`src/rtl/core/c2d_pkg.sv`:
```
// Shared types, widths and defaults of the replicate-padded convolution block.
package c2d_pkg;

  // Default geometry, handed to the top-level parameters
  localparam int DEF_IN_CH  = 3;
  localparam int DEF_OUT_CH = 64;
  localparam int DEF_KSIZE  = 9;
  localparam int DEF_HEIGHT = 256;
  localparam int DEF_WIDTH  = 256;

  // Fixed field widths of the request and result items
  localparam int OC_W    = 6;
  localparam int ICF_W   = 2;
  localparam int POS_W   = 8;
  localparam int DATA_W  = 16;
  localparam int RES_W   = 31;
  localparam int S_TDATA_W = 40;
  localparam int S_TUSER_W = 2;
  localparam int M_TDATA_W = 32;

  // Address widths that cover the largest legal geometry
  localparam int WA_MAXW = 16;
  localparam int IA_MAXW = 19;

  typedef enum logic [1:0] {
    REQ_WEIGHT = 2'd0,
    REQ_BIAS   = 2'd1,
    REQ_PIXEL  = 2'd2,
    REQ_READ   = 2'd3
  } req_type_t;

  typedef enum logic [2:0] {
    S_IDLE,
    S_WRITE,
    S_ISSUE,
    S_DRAIN,
    S_BIAS,
    S_FINISH
  } seq_state_t;

  typedef struct packed {
    req_type_t                 typ;
    logic [OC_W-1:0]           oc;
    logic [ICF_W-1:0]          ic;
    logic [POS_W-1:0]          row;
    logic [POS_W-1:0]          col;
    logic signed [DATA_W-1:0]  data;
  } req_t;

  typedef struct packed {
    logic                      w_we;
    logic [WA_MAXW-1:0]        w_waddr;
    logic [WA_MAXW-1:0]        w_raddr;
    logic                      b_we;
    logic [OC_W-1:0]           b_addr;
    logic                      i_we;
    logic [IA_MAXW-1:0]        i_waddr;
    logic [IA_MAXW-1:0]        i_raddr;
    logic signed [DATA_W-1:0]  wdata;
  } store_ctl_t;

  typedef struct packed {
    logic clear;
    logic tap;
    logic bias_add;
  } mac_ctl_t;

  typedef struct packed {
    logic valid;
    logic is_read;
    logic zero;
  } done_t;

endpackage

```
`src/rtl/core/c2d_mac.sv`:
```
// Shared multiply-accumulate unit with bias add, ReLU and saturation.
module c2d_mac #(
  parameter int IN_CH = c2d_pkg::DEF_IN_CH,
  parameter int KSIZE = c2d_pkg::DEF_KSIZE
) (
  input  logic                              clk,
  input  logic                              rst,
  input  c2d_pkg::mac_ctl_t                 mc,
  input  logic signed [c2d_pkg::DATA_W-1:0] w_rdata,
  input  logic signed [c2d_pkg::DATA_W-1:0] i_rdata,
  input  logic signed [c2d_pkg::DATA_W-1:0] b_rdata,
  output logic [c2d_pkg::RES_W-1:0]         result
);
  import c2d_pkg::*;

  localparam int TAPS  = IN_CH * KSIZE * KSIZE;
  localparam int PROD_W = 2 * DATA_W;
  localparam int ACC_W = PROD_W + 1 + ((TAPS > 1) ? $clog2(TAPS) : 1);

  logic signed [PROD_W-1:0] prod;
  logic                     prod_v;
  logic signed [ACC_W-1:0]  acc;

  // Register the product, then fold it into the sum
  always_ff @(posedge clk) begin
    prod <= w_rdata * i_rdata;
    if (rst) begin
      prod_v <= 1'b0;
    end else begin
      prod_v <= mc.tap;
    end
  end

  always_ff @(posedge clk) begin
    if (mc.clear) begin
      acc <= '0;
    end else if (prod_v) begin
      acc <= acc + ACC_W'(prod);
    end else if (mc.bias_add) begin
      acc <= acc + ACC_W'(b_rdata);
    end
  end

  // Clip negative sums to zero, large sums to the positive maximum
  always_comb begin
    if (acc[ACC_W-1]) begin
      result = '0;
    end else if (|acc[ACC_W-2:RES_W]) begin
      result = '1;
    end else begin
      result = acc[RES_W-1:0];
    end
  end

  a_bias_after_drain: assert property (@(posedge clk) disable iff (rst)
    mc.bias_add |-> !prod_v)
    else $error("bias add overlaps a pending product");

  a_clear_not_tap: assert property (@(posedge clk) disable iff (rst)
    mc.clear |-> !mc.tap)
    else $error("accumulator clear during a tap");

endmodule

```
`config.mk`:
```
export PLATFORM = sky130hd
export DESIGN_NAME = c2d_mac
export DESIGN_NICKNAME = d
export VERILOG_FILES = /design/src/rtl/core/c2d_pkg.sv /design/src/rtl/core/c2d_mac.sv
export SDC_FILE = /design/constraint.sdc
export NUM_CORES = 1
export LEC_CHECK = 0
export BUFFER_PORTS_ARGS = -buffer_cell sky130_fd_sc_hd__buf_2
export CAP_MARGIN = 20
export CORE_MARGIN = 4
export CORE_UTILIZATION = 56
export CTS_BUF_LIST = sky130_fd_sc_hd__clkbuf_8
export DETAILED_ROUTE_END_ITERATION = 10
export PLACE_DENSITY = 0.74
export SYNTH_ARGS = -nofsm -noshare
export SYNTH_HDL_FRONTEND = slang
export SYNTH_SLANG_ARGS = --single-unit
```
`constraint.sdc`:
```
create_clock -name clk -period 8.4 [get_ports clk]
set_clock_uncertainty 0.2 [all_clocks]
set_input_delay 0.42 -clock clk [delete_from_list [all_inputs] [get_ports clk]]
set_output_delay 0.42 -clock clk [all_outputs]
set_load 0.02 [all_outputs]
```
Yosys cells after proc, flatten, opt, wreduce, memory -nomap -nowiden
Index checks and enable logic that the tools add are counted.
{ "word_totals": {"regBits": 74, "out_inout_bits": 31, "input_bits": 53, "elab_cells": 12} }
{ "classes": {"n_mul": 1, "addsub": 2, "n_mux": 4, "reduce_logical": 2} }
{ "op_table": {"columns": ["op", "n"], "rows": [
  ["$mux 41", 2],
  ["$mux 31", 2],
  ["$add 41x16->41", 1],
  ["$add 41x32->41", 1],
  ["$mul 16x16->32", 1],
  ["$reduce_or 9->1", 1],
  ["$reduce_bool 2->1", 1]
]} }

Depth between registers and ports, before layout
{ "logic_depth": {"ltp_word": 3, "ltp_mapped": 24, "mapped_depth_nobuf": 23} }

Worst setup path after synthesis
Ideal clock, no wire load.
{ "synth_path": {"path_kind": "in2reg", "startpoint": "input port w_rdata[10] (netlist name)", "endpoint": "register prod[28]", "t_required_ns": 8.128, "n_path_buf": 1, "path_stages": 21, "setup_ns": 0.072, "path_slack_ns": 2.331, "arrival_time_ns": 5.797, "cell_sequence": "clkbuf_1 -> nand2_1 -> fa_1 -> fa_1 -> fa_1 -> fa_1 -> inv_1 -> fa_1 -> inv_1 -> fa_1 -> inv_1 -> ha_1 -> a21o_1 -> a21o_1 -> a211oi_2 -> o21ai_1 -> o221ai_1 -> a21oi_2 -> a211o_1 -> a21oi_1 -> xnor2_1"} }
{ "synth_between": {"elab_chain_cells": 1} }
{ "synth_rtl": {"columns": ["element", "line_no", "text"], "rows": [
  ["start: declaration", "c2d_mac.sv:9", "input logic signed [c2d_pkg::DATA_W-1:0] w_rdata,"],
  ["$mul 16x16->32", "c2d_mac.sv:26", "prod <= w_rdata * i_rdata;"],
  ["end signal: assignment", "c2d_mac.sv:26", null],
  ["end: declaration", "c2d_mac.sv:20", "logic signed [PROD_W-1:0] prod;"]
]} }
Every way passes these cells.
A chain may end at the register's enable or synchronous reset.

Worst setup path in the final report
{ "layout_path": {"startpoint": "input port w_rdata[7] (netlist name)", "endpoint": "register prod[31]"} }
Same word-level chain as after synthesis.

==> impl_metrics.tcl <==
set metrics [dict create \
    slew_violations 0 \
    min_period_ps 6203 \
    syn_avg_cell_area_um2 8.652 \
    path_buf_inv 6 \
    cts_root_buf "clkbuf_8" \
    hpwl_mm 26.18 \
    fin_area_mm2 0.01530 \
    wl_per_cell_um 15.77 \
    die_h_um 168.5 \
    tns_ps 0 \
    synth_edf_count 0 \
    critical_path_arrival_ps 6250 \
    dr_total_vias 11270 \
    htree_levels 3 \
    port_buffers 83 \
    min_path_type "in -> reg" \
    first_global_vias 12140 \
    rr_startpoint "prod_v" \
    path_clk_slew_ps 90 \
    cp_slowest_cell "o31ai_1" \
    rows 58 \
    syn_inst 1667 \
    post-route-util 0.6058 \
    antenna_cells 0 \
    grt_pass1_wl_mm 56.58 \
    die_area_mm2 0.02839 \
    core-area_mm2 0.02525 \
    outcome "finished, final reports clean" \
    cp_max_fo 16 \
    ios 84 \
    startpoint "w_rdata[7]" \
    worst_pin_slew_ps 914.1 \
    clock-sinks 74 \
    dpl_cell_area_mm2 0.01505 \
    timing.fmax_mhz 161.2 \
    yosys_warnings 0 \
    critPathMostFrequentCell "fa_1" \
    period_share 0.7385 \
    synth_seq_cells 74 \
    cts_made_buffers 9 \
    slew-limit-headroom 0.3906 \
    synth_ff_type "dfxtp_1" \
    area_delta_synth_final_pct 6.073 \
    antenna_found_initial 1 \
    end_kind "register" \
    setup_violations 0 \
    drtIter0Drc 578 \
    ant_nets 0 \
    grt_overflow 0 \
    initial_utilization 0.5711 \
    critPathMaxStageDelay_ps 680 \
    cts.repair.resized 0 \
    rsz0062_at_grt "false" \
    crit_type "in -> reg" \
    drive_gt1_frac 0.08475 \
    worstPathRequired_ps 8450 \
    drt-total-wl_mm 32.18 \
    grt_usage 0.2407 \
    die_x_um 168.5 \
    synthesis.area_mm2 0.01442 \
    nNetsFinal 2144 \
    r2r_slack_ps 3800 \
    crit_chain "buf_2 -> nand2_1 -> fa_1 -> inv_1 -> fa_1 -> inv_1 -> fa_1 -> inv_1 -> fa_1 -> fa_1 -> inv_1 -> fa_1 -> inv_1 -> ha_1 -> nand2_1 -> o21ai_1 -> o22ai_1 -> o31ai_1 -> nand2_1 -> a21oi_1 -> a211o_1 -> a21oi_1 -> xnor2_1" \
    gp_congestion 0.8789 \
    cts_tree "built" \
    syn-num-nets 2105 \
    hold_path.startpoint "mc[1]" \
    yosysUniqueCellTypes 70 \
    cap_viol_max_count 0 \
    worstSkewPairLatency_ps 370 \
    async_flop_share 0 \
    start_kind "input pin" \
    vias_per_cell 5.523 \
    hold_violations 0 \
    drc 0 \
    yosysSeqAreaShare 0.1027 \
    grt_start_max_net_pins 46 \
    critPathTopFamily "adder cells" \
    ctsLongestPathBuffers 2 \
    firstDrtPassIters 7 \
]
-- cells in the mapped netlist, types with 3 or more instances --
cell | n | area (µm²)
a211o_1 | 3 | 26.28
a211oi_1 | 13 | 97.59
a211oi_2 | 3 | 37.54
a21boi_1 | 3 | 22.52
a21o_1 | 22 | 165.2
a21oi_1 | 78 | 390.4
a221oi_1 | 3 | 26.28
a31o_2 | 4 | 35.03
a31oi_1 | 5 | 31.28
and2_1 | 129 | 807.0
and3_1 | 6 | 37.54
buf_1 | 4 | 15.01
clkbuf_1 | 56 | 210.2
dfxtp_1 | 74 | 1481
fa_1 | 263 | 5265
ha_1 | 122 | 1526
inv_1 | 289 | 1085
mux2_2 | 14 | 157.7
mux2i_1 | 3 | 30.03
nand2_1 | 221 | 829.6
nand2b_1 | 8 | 50.05
nand3_1 | 23 | 115.1
nand4_1 | 5 | 31.28
nor2_1 | 115 | 431.7
nor2b_1 | 7 | 43.79
nor3_1 | 13 | 65.06
nor3b_1 | 4 | 30.03
nor4_1 | 5 | 31.28
o21a_1 | 12 | 90.09
o21ai_0 | 26 | 130.1
o21ai_1 | 10 | 50.05
o21bai_1 | 10 | 75.07
o22ai_1 | 3 | 18.77
or2_2 | 4 | 25.02
or3_1 | 5 | 31.28
xnor2_1 | 45 | 394.1
xor2_1 | 16 | 140.1
-- final timing paths --
path,endpoint,cells past startpoint
worst max-delay path,prod[31],23
worst min-delay path,prod_v,2
worst max register to register,acc[40],15
worst min register to register,acc[32],2
-- cell families after synthesis --
logic type               synth area share
XOR/XNOR                          0.03704
multiplexers                      0.01483
buffers and inverters             0.09144
AND/OR/NAND/NOR                    0.1808
AO/OA/AOI/OAI                      0.1023
adder cells (fa/ha/maj)            0.4709
flip-flops                         0.1027
-- timing repair --
action | in CTS | in global routing
endpoints found under the hold margin | 1 | 0
buffers inserted | 0 | 0
hold buffers | 1 | 0
-- per-stage QoR --
stage	instances	hold slack, ps	setup WS (ps)
floorplan	1667	248.8	2331
global placement	2023	259.6	1898
detailed placement	2023	267.5	1840
CTS	2040	52.91	2214
global route	2041	48.28	1815
finish	2041	55.65	2197
-- registers in the layout, indices dropped and copies added (netlist names) --
signal	cells
acc	41
prod	32
prod_v	1
-- routing by layer --
layer | up-vias | wire length, µm | GRT usage
li1 | 5268 | - | -
met2 | 300 | 16590 | 0.4406
met4 | 2 | 986 | 0.07128
met5 | - | 7 | 0
met3 | 72 | 1561 | 0.03316
met1 | 5630 | 13030 | 0.2964
-- layout by cell type (no fill, tap or decap), types with 5 or more instances in the layout --
master / count
a211oi_1: 13
a21o_1: 22
a21oi_1: 78
a31oi_1: 5
and2_1: 129
and3_1: 6
buf_2: 83
clkbuf_8: 9
dfxtp_1: 74
fa_1: 263
ha_1: 122
inv_1: 289
mux2_2: 14
nand2_1: 221
nand2b_1: 8
nand3_1: 23
nand4_1: 5
nor2_1: 114
nor2b_1: 7
nor3_1: 13
nor4_1: 5
o21a_1: 12
o21ai_0: 26
o21ai_1: 10
o21bai_1: 10
or3_1: 5
xnor2_1: 45
xor2_1: 16
-- layout make-up --
cell class,instances,area (µm²)
Fill cell,2225,9956
Timing Repair Buffer,89,483.0
Multi-Input combinational cell,1242,11620
Clock buffer,9,123.9
Tap cell,330,412.9
Inverter,290,1089
Clock inverter,7,83.83
Sequential cell,74,1481
Power is left out: the tool's default activity adds up to more than one toggle a clock period on the data nets, which glitch-free logic cannot reach.
