`src/rtl/core/c2d_pkg.sv`:
```
// Shared types, widths and defaults of the replicate-padded convolution block.
package c2d_pkg;

  // Default geometry, handed to the top-level parameters
  localparam int DEF_IN_CH  = 3;
  localparam int DEF_OUT_CH = 64;
  localparam int DEF_KSIZE  = 9;
  localparam int DEF_HEIGHT = 256;
  localparam int DEF_WIDTH  = 256;

  // Fixed field widths of the request and result items
  localparam int OC_W    = 6;
  localparam int ICF_W   = 2;
  localparam int POS_W   = 8;
  localparam int DATA_W  = 16;
  localparam int RES_W   = 31;
  localparam int S_TDATA_W = 40;
  localparam int S_TUSER_W = 2;
  localparam int M_TDATA_W = 32;

  // Address widths that cover the largest legal geometry
  localparam int WA_MAXW = 16;
  localparam int IA_MAXW = 19;

  typedef enum logic [1:0] {
    REQ_WEIGHT = 2'd0,
    REQ_BIAS   = 2'd1,
    REQ_PIXEL  = 2'd2,
    REQ_READ   = 2'd3
  } req_type_t;

  typedef enum logic [2:0] {
    S_IDLE,
    S_WRITE,
    S_ISSUE,
    S_DRAIN,
    S_BIAS,
    S_FINISH
  } seq_state_t;

  typedef struct packed {
    req_type_t                 typ;
    logic [OC_W-1:0]           oc;
    logic [ICF_W-1:0]          ic;
    logic [POS_W-1:0]          row;
    logic [POS_W-1:0]          col;
    logic signed [DATA_W-1:0]  data;
  } req_t;

  typedef struct packed {
    logic                      w_we;
    logic [WA_MAXW-1:0]        w_waddr;
    logic [WA_MAXW-1:0]        w_raddr;
    logic                      b_we;
    logic [OC_W-1:0]           b_addr;
    logic                      i_we;
    logic [IA_MAXW-1:0]        i_waddr;
    logic [IA_MAXW-1:0]        i_raddr;
    logic signed [DATA_W-1:0]  wdata;
  } store_ctl_t;

  typedef struct packed {
    logic clear;
    logic tap;
    logic bias_add;
  } mac_ctl_t;

  typedef struct packed {
    logic valid;
    logic is_read;
    logic zero;
  } done_t;

endpackage

```
`src/rtl/core/c2d_seq.sv`:
```
// Request sequencer: store writes, tap counters, clamped addresses, drain timing.
module c2d_seq #(
  parameter int IN_CH  = c2d_pkg::DEF_IN_CH,
  parameter int OUT_CH = c2d_pkg::DEF_OUT_CH,
  parameter int KSIZE  = c2d_pkg::DEF_KSIZE,
  parameter int HEIGHT = c2d_pkg::DEF_HEIGHT,
  parameter int WIDTH  = c2d_pkg::DEF_WIDTH
) (
  input  logic                clk,
  input  logic                rst,
  input  logic                in_valid,
  output logic                in_ready,
  input  c2d_pkg::req_t       in_req,
  input  logic                out_free,
  output c2d_pkg::store_ctl_t st,
  output c2d_pkg::mac_ctl_t   mc,
  output c2d_pkg::done_t      done
);
  import c2d_pkg::*;

  localparam int TAPS = IN_CH * KSIZE * KSIZE;
  localparam int KK   = KSIZE * KSIZE;
  localparam int HW   = HEIGHT * WIDTH;
  localparam int PAD  = KSIZE / 2;
  localparam int IC_W = (IN_CH > 1) ? $clog2(IN_CH) : 1;
  localparam int K_W  = (KSIZE > 1) ? $clog2(KSIZE) : 1;
  localparam int DRAIN_LEN = 3;
  localparam int SP_W = POS_W + 2;

  seq_state_t         state, state_next;
  req_t               req;
  logic [IC_W-1:0]    ic_cnt;
  logic [K_W-1:0]     kr_cnt;
  logic [K_W-1:0]     kc_cnt;
  logic [WA_MAXW-1:0] wa;
  logic [WA_MAXW-1:0] w_ra;
  logic [IA_MAXW-1:0] i_ra;
  logic               addr_v;
  logic               rd_v;
  logic [1:0]         drain_cnt;

  logic               in_accept;
  logic               last_tap;
  logic               kc_end;
  logic               kr_end;
  logic               rd_ok;
  logic [SP_W-1:0]    rs;
  logic [SP_W-1:0]    cs;
  logic [POS_W-1:0]   r_cl;
  logic [POS_W-1:0]   c_cl;
  logic [IA_MAXW-1:0] i_ra_next;

  assign in_accept = in_valid && in_ready;
  assign kc_end    = (kc_cnt == K_W'(KSIZE - 1));
  assign kr_end    = (kr_cnt == K_W'(KSIZE - 1));
  assign last_tap  = kc_end && kr_end && (ic_cnt == IC_W'(IN_CH - 1));
  assign rd_ok     = (req.typ == REQ_READ) && (int'(req.oc) < OUT_CH);

  // Clamp the tap position into the image (edge replicate)
  always_comb begin
    rs = SP_W'(req.row) + SP_W'(kr_cnt) - SP_W'(PAD);
    cs = SP_W'(req.col) + SP_W'(kc_cnt) - SP_W'(PAD);
    if (rs[SP_W-1]) begin
      r_cl = '0;
    end else if (rs > SP_W'(HEIGHT - 1)) begin
      r_cl = POS_W'(HEIGHT - 1);
    end else begin
      r_cl = rs[POS_W-1:0];
    end
    if (cs[SP_W-1]) begin
      c_cl = '0;
    end else if (cs > SP_W'(WIDTH - 1)) begin
      c_cl = POS_W'(WIDTH - 1);
    end else begin
      c_cl = cs[POS_W-1:0];
    end
    i_ra_next = IA_MAXW'(ic_cnt * HW + r_cl * WIDTH + c_cl);
  end

  // Store controls: writes from the held request, reads from the tap pipeline
  always_comb begin
    st.wdata   = req.data;
    st.b_addr  = req.oc;
    st.w_raddr = w_ra;
    st.i_raddr = i_ra;
    st.w_waddr = WA_MAXW'(req.oc * TAPS + req.ic * KK + req.row * KSIZE + req.col);
    st.i_waddr = IA_MAXW'(req.ic * HW + req.row * WIDTH + req.col);
    st.w_we    = (state == S_WRITE) && (req.typ == REQ_WEIGHT) &&
                 (int'(req.oc) < OUT_CH) && (int'(req.ic) < IN_CH) &&
                 (int'(req.row) < KSIZE) && (int'(req.col) < KSIZE);
    st.b_we    = (state == S_WRITE) && (req.typ == REQ_BIAS) &&
                 (int'(req.oc) < OUT_CH);
    st.i_we    = (state == S_WRITE) && (req.typ == REQ_PIXEL) &&
                 (int'(req.ic) < IN_CH) && (int'(req.row) < HEIGHT) &&
                 (int'(req.col) < WIDTH);
  end

  // State register
  always_ff @(posedge clk) begin
    if (rst) begin
      state <= S_IDLE;
    end else begin
      state <= state_next;
    end
  end

  // Next state and handshake outputs
  always_comb begin
    state_next   = state;
    in_ready     = 1'b0;
    done.valid   = 1'b0;
    done.is_read = (req.typ == REQ_READ);
    done.zero    = !rd_ok;
    mc.clear     = in_accept;
    mc.tap       = rd_v;
    mc.bias_add  = (state == S_BIAS);
    unique case (state)
      S_IDLE: begin
        in_ready = 1'b1;
        if (in_valid) begin
          if (in_req.typ != REQ_READ) begin
            state_next = S_WRITE;
          end else if (int'(in_req.oc) < OUT_CH) begin
            state_next = S_ISSUE;
          end else begin
            state_next = S_FINISH;
          end
        end
      end
      S_WRITE: state_next = S_FINISH;
      S_ISSUE: begin
        if (last_tap) begin
          state_next = S_DRAIN;
        end
      end
      S_DRAIN: begin
        if (drain_cnt == 2'(DRAIN_LEN - 1)) begin
          state_next = S_BIAS;
        end
      end
      S_BIAS: state_next = S_FINISH;
      S_FINISH: begin
        if (out_free) begin
          done.valid = 1'b1;
          state_next = S_IDLE;
        end
      end
      default: state_next = S_IDLE;
    endcase
  end

  // Hold the request and step the tap counters
  always_ff @(posedge clk) begin
    if (in_accept) begin
      req    <= in_req;
      ic_cnt <= '0;
      kr_cnt <= '0;
      kc_cnt <= '0;
      wa     <= WA_MAXW'(in_req.oc * TAPS);
    end else if (state == S_ISSUE) begin
      wa <= wa + 1'b1;
      if (kc_end) begin
        kc_cnt <= '0;
        if (kr_end) begin
          kr_cnt <= '0;
          ic_cnt <= ic_cnt + 1'b1;
        end else begin
          kr_cnt <= kr_cnt + 1'b1;
        end
      end else begin
        kc_cnt <= kc_cnt + 1'b1;
      end
    end
    w_ra <= wa;
    i_ra <= i_ra_next;
  end

  // Track taps in flight and count the drain
  always_ff @(posedge clk) begin
    if (rst) begin
      addr_v    <= 1'b0;
      rd_v      <= 1'b0;
      drain_cnt <= '0;
    end else begin
      addr_v <= (state == S_ISSUE);
      rd_v   <= addr_v;
      if (state == S_DRAIN) begin
        drain_cnt <= drain_cnt + 1'b1;
      end else begin
        drain_cnt <= '0;
      end
    end
  end

  a_addr_from_issue: assert property (@(posedge clk) disable iff (rst)
    addr_v |-> $past(state == S_ISSUE))
    else $error("tap address valid without an issue cycle");

  a_no_write_in_read: assert property (@(posedge clk) disable iff (rst)
    (state == S_ISSUE) |-> !(st.w_we || st.b_we || st.i_we))
    else $error("store write during a read sweep");

  a_read_starts_sweep: assert property (@(posedge clk) disable iff (rst)
    (in_accept && (in_req.typ == REQ_READ) && (int'(in_req.oc) < OUT_CH))
      |=> (state == S_ISSUE))
    else $error("read of a valid channel did not start the sweep");

endmodule

```
`config.mk`:
```
export PLATFORM = sky130hd
export DESIGN_NAME = c2d_seq
export DESIGN_NICKNAME = d
export VERILOG_FILES = /design/src/rtl/core/c2d_pkg.sv /design/src/rtl/core/c2d_seq.sv
export SDC_FILE = /design/constraint.sdc
export NUM_CORES = 1
export LEC_CHECK = 0
export ABC_AREA = 0
export ABC_CLOCK_PERIOD_IN_PS = 8500
export BUFFER_PORTS_ARGS = -buffer_cell sky130_fd_sc_hd__buf_2
export CORE_MARGIN = 4
export CORE_UTILIZATION = 51
export CTS_CLUSTER_DIAMETER = 50
export DETAILED_ROUTE_END_ITERATION = 8
export PLACE_DENSITY = 0.76
export SYNTH_ARGS = -nofsm -noshare
export SYNTH_HDL_FRONTEND = slang
export SYNTH_SLANG_ARGS = --single-unit
```
`constraint.sdc`:
```
create_clock -name clk -period 8.5 [get_ports clk]
set_clock_uncertainty 0.2 [all_clocks]
set_input_delay 0.425 -clock clk [delete_from_list [all_inputs] [get_ports clk]]
set_output_delay 0.425 -clock clk [all_outputs]
set_load 0.1 [all_outputs]
```
Word level (Yosys, flattened, before mapping)
Cells that the tools add are included.
{"block": "classes", "n_addsub": 16, "mul": 4, "n_lt_le_gt_ge": 5, "eq_ne": 17, "muxes": 17, "n_bitwise": 1, "reduce_logical": 19}
{"op": "18-bit by 16-bit adder with 19-bit output", "n": 2}
{"op": "19-bit by 8-bit adder with 19-bit output", "n": 2}
{"op": "8-bit 2-to-1 mux", "n": 4}
{"op": "6-bit by 8-bit multiplier with 14-bit output (second input constant)", "n": 2}
{"op": "14-bit 2-to-1 mux", "n": 2}
{"op": "10-bit by 8-bit > comparator with 1-bit output (second input constant)", "n": 2}
{"op": "9-bit by 3-bit subtractor with 10-bit output (second input constant)", "n": 2}
{"op": "8-bit by 4-bit adder with 9-bit output", "n": 2}
{"op": "15-bit by 12-bit adder with 16-bit output", "n": 1}
{"op": "16-bit by 1-bit adder with 16-bit output (second input constant)", "n": 1}
{"op": "16-bit by 8-bit adder with 16-bit output", "n": 1}
{"op": "8-bit by 4-bit less-than comparator with 1-bit output (second input constant)", "n": 2}
{"op": "14-bit by 9-bit adder with 15-bit output", "n": 1}
{"op": "3-bit case mux with 5 select lines", "n": 1}
{"op": "8-bit by 4-bit multiplier with 12-bit output (second input constant)", "n": 1}
{"op": "3-bit 2-to-1 mux", "n": 4}
{"op": "1-bit logical AND", "n": 10}
{"op": "2-bit inequality test (second input constant)", "n": 5}
{"op": "2-bit by 7-bit multiplier with 9-bit output (second input constant)", "n": 1}
{"op": "4-bit by 1-bit adder with 4-bit output (second input constant)", "n": 2}
{"op": "2-bit equality test (second input constant)", "n": 4}
{"op": "4-bit equality test (second input constant)", "n": 2}
{"op": "4-bit 2-to-1 mux", "n": 2}
{"op": "3-bit by 2-bit equality test with 1-bit output (second input constant)", "n": 2}
{"op": "other kinds (16)", "n": 21}
{"block": "word_totals", "register_bits": 110, "inputBits": 46, "output_inout_bits": 102, "wordCells": 96}

Longest topological paths before layout
{"block": "depth", "ltp_word": 7, "depth_mapped": 17, "ltp_nobuf": 17}

Least setup slack after synthesis
Ideal clock, no wire load.
{"block": "synth_path", "kind": "reg2out", "start": "register req, in the netlist st[55]", "end": "output port st[93] (netlist bit)", "arrival_ps": 6117, "required_ps": 7875, "setup_slack_ps": 1758, "stages_incl_launch_ff": 15, "n_path_buf": 0, "path_cell_list": "edfxtp_1 > fa_1 > inv_1 > fa_1 > fa_1 > inv_1 > fa_1 > inv_1 > fa_1 > inv_1 > ha_1 > and3_1 > nand4_1 > o211a_1 > o21ai_0"}
{"item": "start, declared", "line": "c2d_seq.sv:31", "rtl": "req_t req;"}
{"item": "start signal, assigned", "line": "c2d_seq.sv:155", "rtl": "req <= in_req;"}
{"item": "end, declared", "line": "c2d_seq.sv:15", "rtl": "output c2d_pkg::store_ctl_t st,"}

==> run summary <==
The signal on the critical path passes through inv_1 -> ha_1 -> inv_1 -> fa_1 -> ha_1 -> inv_1 -> fa_1 -> fa_1 -> inv_1 -> ha_1 -> inv_1 -> fa_1 -> nand2b_1 -> a21oi_1 -> a31oi_1 -> a221oi_1 -> xor2_1 -> buf_2. The average instance area after synthesis was 10.2 um2; the area of the placeable core was 15800 um2. The maximum number of pins on one net before global-route repair is 71, and the maximum fanout count along the critical path is 6. The worst hold path depth was 1; the number of diodes added for antenna fixing was 0. The biggest area contributor in the post-synthesis netlist is edfxtp_1. The count of nets left with antenna violations once routing finished came out at 0.

Cell area after technology mapping: 8180 um2. Clock tree synthesis selected as its root buffer the cell clkbuf_16. In the final layout, flip-flops and latches occupy 2740 um2. The standard-cell row count is 46.

The tree built by TritonCTS fans out to 109 sinks. The total global routing overflow is 0, and the via count is 5672. Worst path arrival time: 5400 ps. The largest stage delay on the critical path came out at 500 ps. For this design the top-level I/O count stands at 148.

The worst path uses 70.8% of the clock period. Yosys printed 0 warnings. The kind of critical path is reg2out.

The run gives 16600 um as the sum of routed wire length over all layers. The area taken by multi-input logic gates came out at 4510 um2. Port buffering added 145 buffers. The share of post-route cells with drive strength above 1 came out at 18.6%.

In this run the worst hold path is classified as in2reg. After detailed routing, the number of vias per cell comes to 5.02. The number of global-route vias before repair came out at 5622. The transition at the pin with the smallest max-transition slack was 853 ps; the routed length per placed instance was 14.7 um. For met2 alone, demand over resource in global routing was 31.9%. The routing usage on met3 came out at 3.99%. The run gives 7880 ps as the required time at the worst-slack endpoint. TritonCTS built the clock tree.

The number of cell instances on the worst register-to-register path was 7. After clock tree synthesis, the flow added hold-fix buffers numbering 0. After the flow finishes, the layout carries non-filler instances totaling 1129. The die extent in x was 135 um; the count of final max-slew check failures was 0. Counting every instance in the synthesized netlist gives 805.

For this run, the register share of the synthesized area comes to 33.5%. The largest individual stage delay along the critical path comes from the cell edfxtp_1. Setup repair after global routing left no endpoint under its margin. The number of inserted filler cells in the final layout was 1367.

The top cell type by area accounts for 20.6% of the synthesized area. The number of clock buffers added by TritonCTS is 9. The vertical die dimension was 135 um. The post-route setup TNS is 0 ps, and the number of antenna violations at the first check in global routing is 0. The floorplan step defined a die boundary enclosing 18100 um2. Flip-flop and latch count after synthesis: 109. Based on the critical path, the design can be clocked at up to 166 MHz.

The run finished with clean final reports. The CTS clock-pin slew for the worst setup and hold paths was 80 ps; the number of H-tree branching levels was 3. The clock latency at the later pin of the worst-skew pair is 350 ps, and the minimum setup slack after placement is 2880 ps. The minimum clock period after layout is 6020 ps, and the first-pass GRT wire length is 27200 um. After global routing, the most crowded layer is met2.

The final net count was 1125; the number of instances in the placed design was 1113. For this run, the leading register cell type out of synthesis is edfxtp_1. The tools report the HPWL reported at the end of detailed placement as 13400 um. For this block, the initial DRC count from the detailed router was 206. The pre-antenna-repair detailed-routing pass consisted of 4 iterations. The setup slack of the critical path after layout came out at 2480 ps.

Final number of setup-violating endpoints: 0. Most numerous cell on the critical path: inv_1. After routing the design area is 9100 um2.

In the global route stage, overall resource usage came out at 18.8%. STA classifies the critical path endpoint as an output port. The placer's final routability congestion estimate is 0.884, and the met1 global-route usage is 24.8%. The number of hold violations in the final report is 0, and the number of distinct library cell variants in the gate-level netlist after synthesis is 56.

The buffer count from post-CTS setup fixing came out at 0. Compared with the post-synthesis result, the final layout area differs by 11.3%. STA classifies the critical path startpoint as a flop.

Headroom to the max-slew limit came out at 43.1%. For this run, design rule violations remaining after detail routing come to 0. For the clock tree buffer depth, the log shows 2. The total of cells resized after clock tree synthesis was 0; the fraction of synthesis flops using an asynchronous set or reset pin was 0%.

The number of max-cap violations is 0, and the cell area after placement is 8790 um2. The synthesized design contains 56 enable-type register cells. Yosys attributes the largest share of cell area to edfxtp_1, ha_1, dfxtp_1. For this configuration, the core starts out at a cell density of 51.7%.
layout make-up:
class	count	area share (%)
multi-input cells	501	49.6
flip-flops and latches	109	30.1
repair buffers	146	8.05
inverters	141	5.81
well taps	216	2.97
clock buffers	11	2.79
clock inverters	5	0.687
metrics by stage:
stage          hold slack (ps)  utilization [%]
6_report                  43.6             57.5
5_1_grt                   26.4             57.5
4_1_cts                   29.9             57.5
3_5_place_dp               160             55.5
3_3_place_gp               155             55.5
2_1_floorplan              149                -
flip-flops by register name (all words and copies together), names as in the netlist, 2 cells and up:
signal	cells
drain_cnt	2
i_ra	18
ic_cnt	2
kc_cnt	4
kr_cnt	4
req	20
st	22
state	3
w_ra	16
wa	16
worst max-delay path: cells and delay by family (launching register included):
kind	cells	cell delay [ps]
adders and majority gates	7	2500
AOI/OAI and AO/OA	3	860
buffers and inverters	6	840
DFF	1	500
xor gates and xnor gates	1	170
and+or+nand+nor	1	160
cell usage after synthesis, drive strengths merged (6+ instances only):
master and n:
a211oi 7, a21o 7, a21oi 52, buf 50, dfxtp 53, edfxtp 56
fa 51, ha 120, inv 140, mux2i 6, nand2 41, nand2b 7
nand3 9, nand4 6, nor2 45, nor2b 7, nor3 20, o21ai 15
xnor2 25, xor2 24
cells by family (layout without fill, tap and decap cells):
| kind of cell | count (synthesis) | in the layout | share of synthesized area, % |
|---|---|---|---|
| mux | 6 | 6 | 0.734 |
| other cells | 1 | 2 | 0.0458 |
| compound gates | 113 | 113 | 8.67 |
| flops | 109 | 109 | 33.5 |
| fa+ha+maj | 171 | 171 | 30.8 |
| xor+xnor | 49 | 49 | 5.25 |
| buf+inv | 196 | 303 | 11.4 |
| simple gates | 160 | 160 | 9.56 |
per-layer routing:
metal | up-vias | part of all wire [%]
met5 | - | 0
met4 | 0 | 1.3
met3 | 17 | 5.1
met2 | 136 | 48
met1 | 2694 | 45
li1 | 2825 | -
path summary, 6_finish.rpt:
kind,startpoint,to,slack [ps]
worst max-delay path,st[56]$_DFFE_PP_,st[92],2480
worst min-delay path,in_req[9],st[9]$_DFFE_PP_,40
worst max register to register,state[2]$_SDFFE_PP0P_,wa[13]$_DFFE_PP_,5700
worst min register to register,wa[15]$_SDFFE_PP0P_,w_ra[15]$_DFF_P_,180
cells in the final DEF, fill, tap and decap left out, types with 15 or more instances in the layout:
cell	instances
nor2_1	45
inv_1	140
a21oi_1	51
edfxtp_1	56
o21ai_0	15
xnor2_1	25
xor2_1	24
nor3_1	19
dfxtp_1	53
buf_2	145
nand2_1	41
ha_1	120
fa_1	51
Power is left out: the tool's default activity adds up to more than one toggle a clock period on the data nets, which glitch-free logic cannot reach.
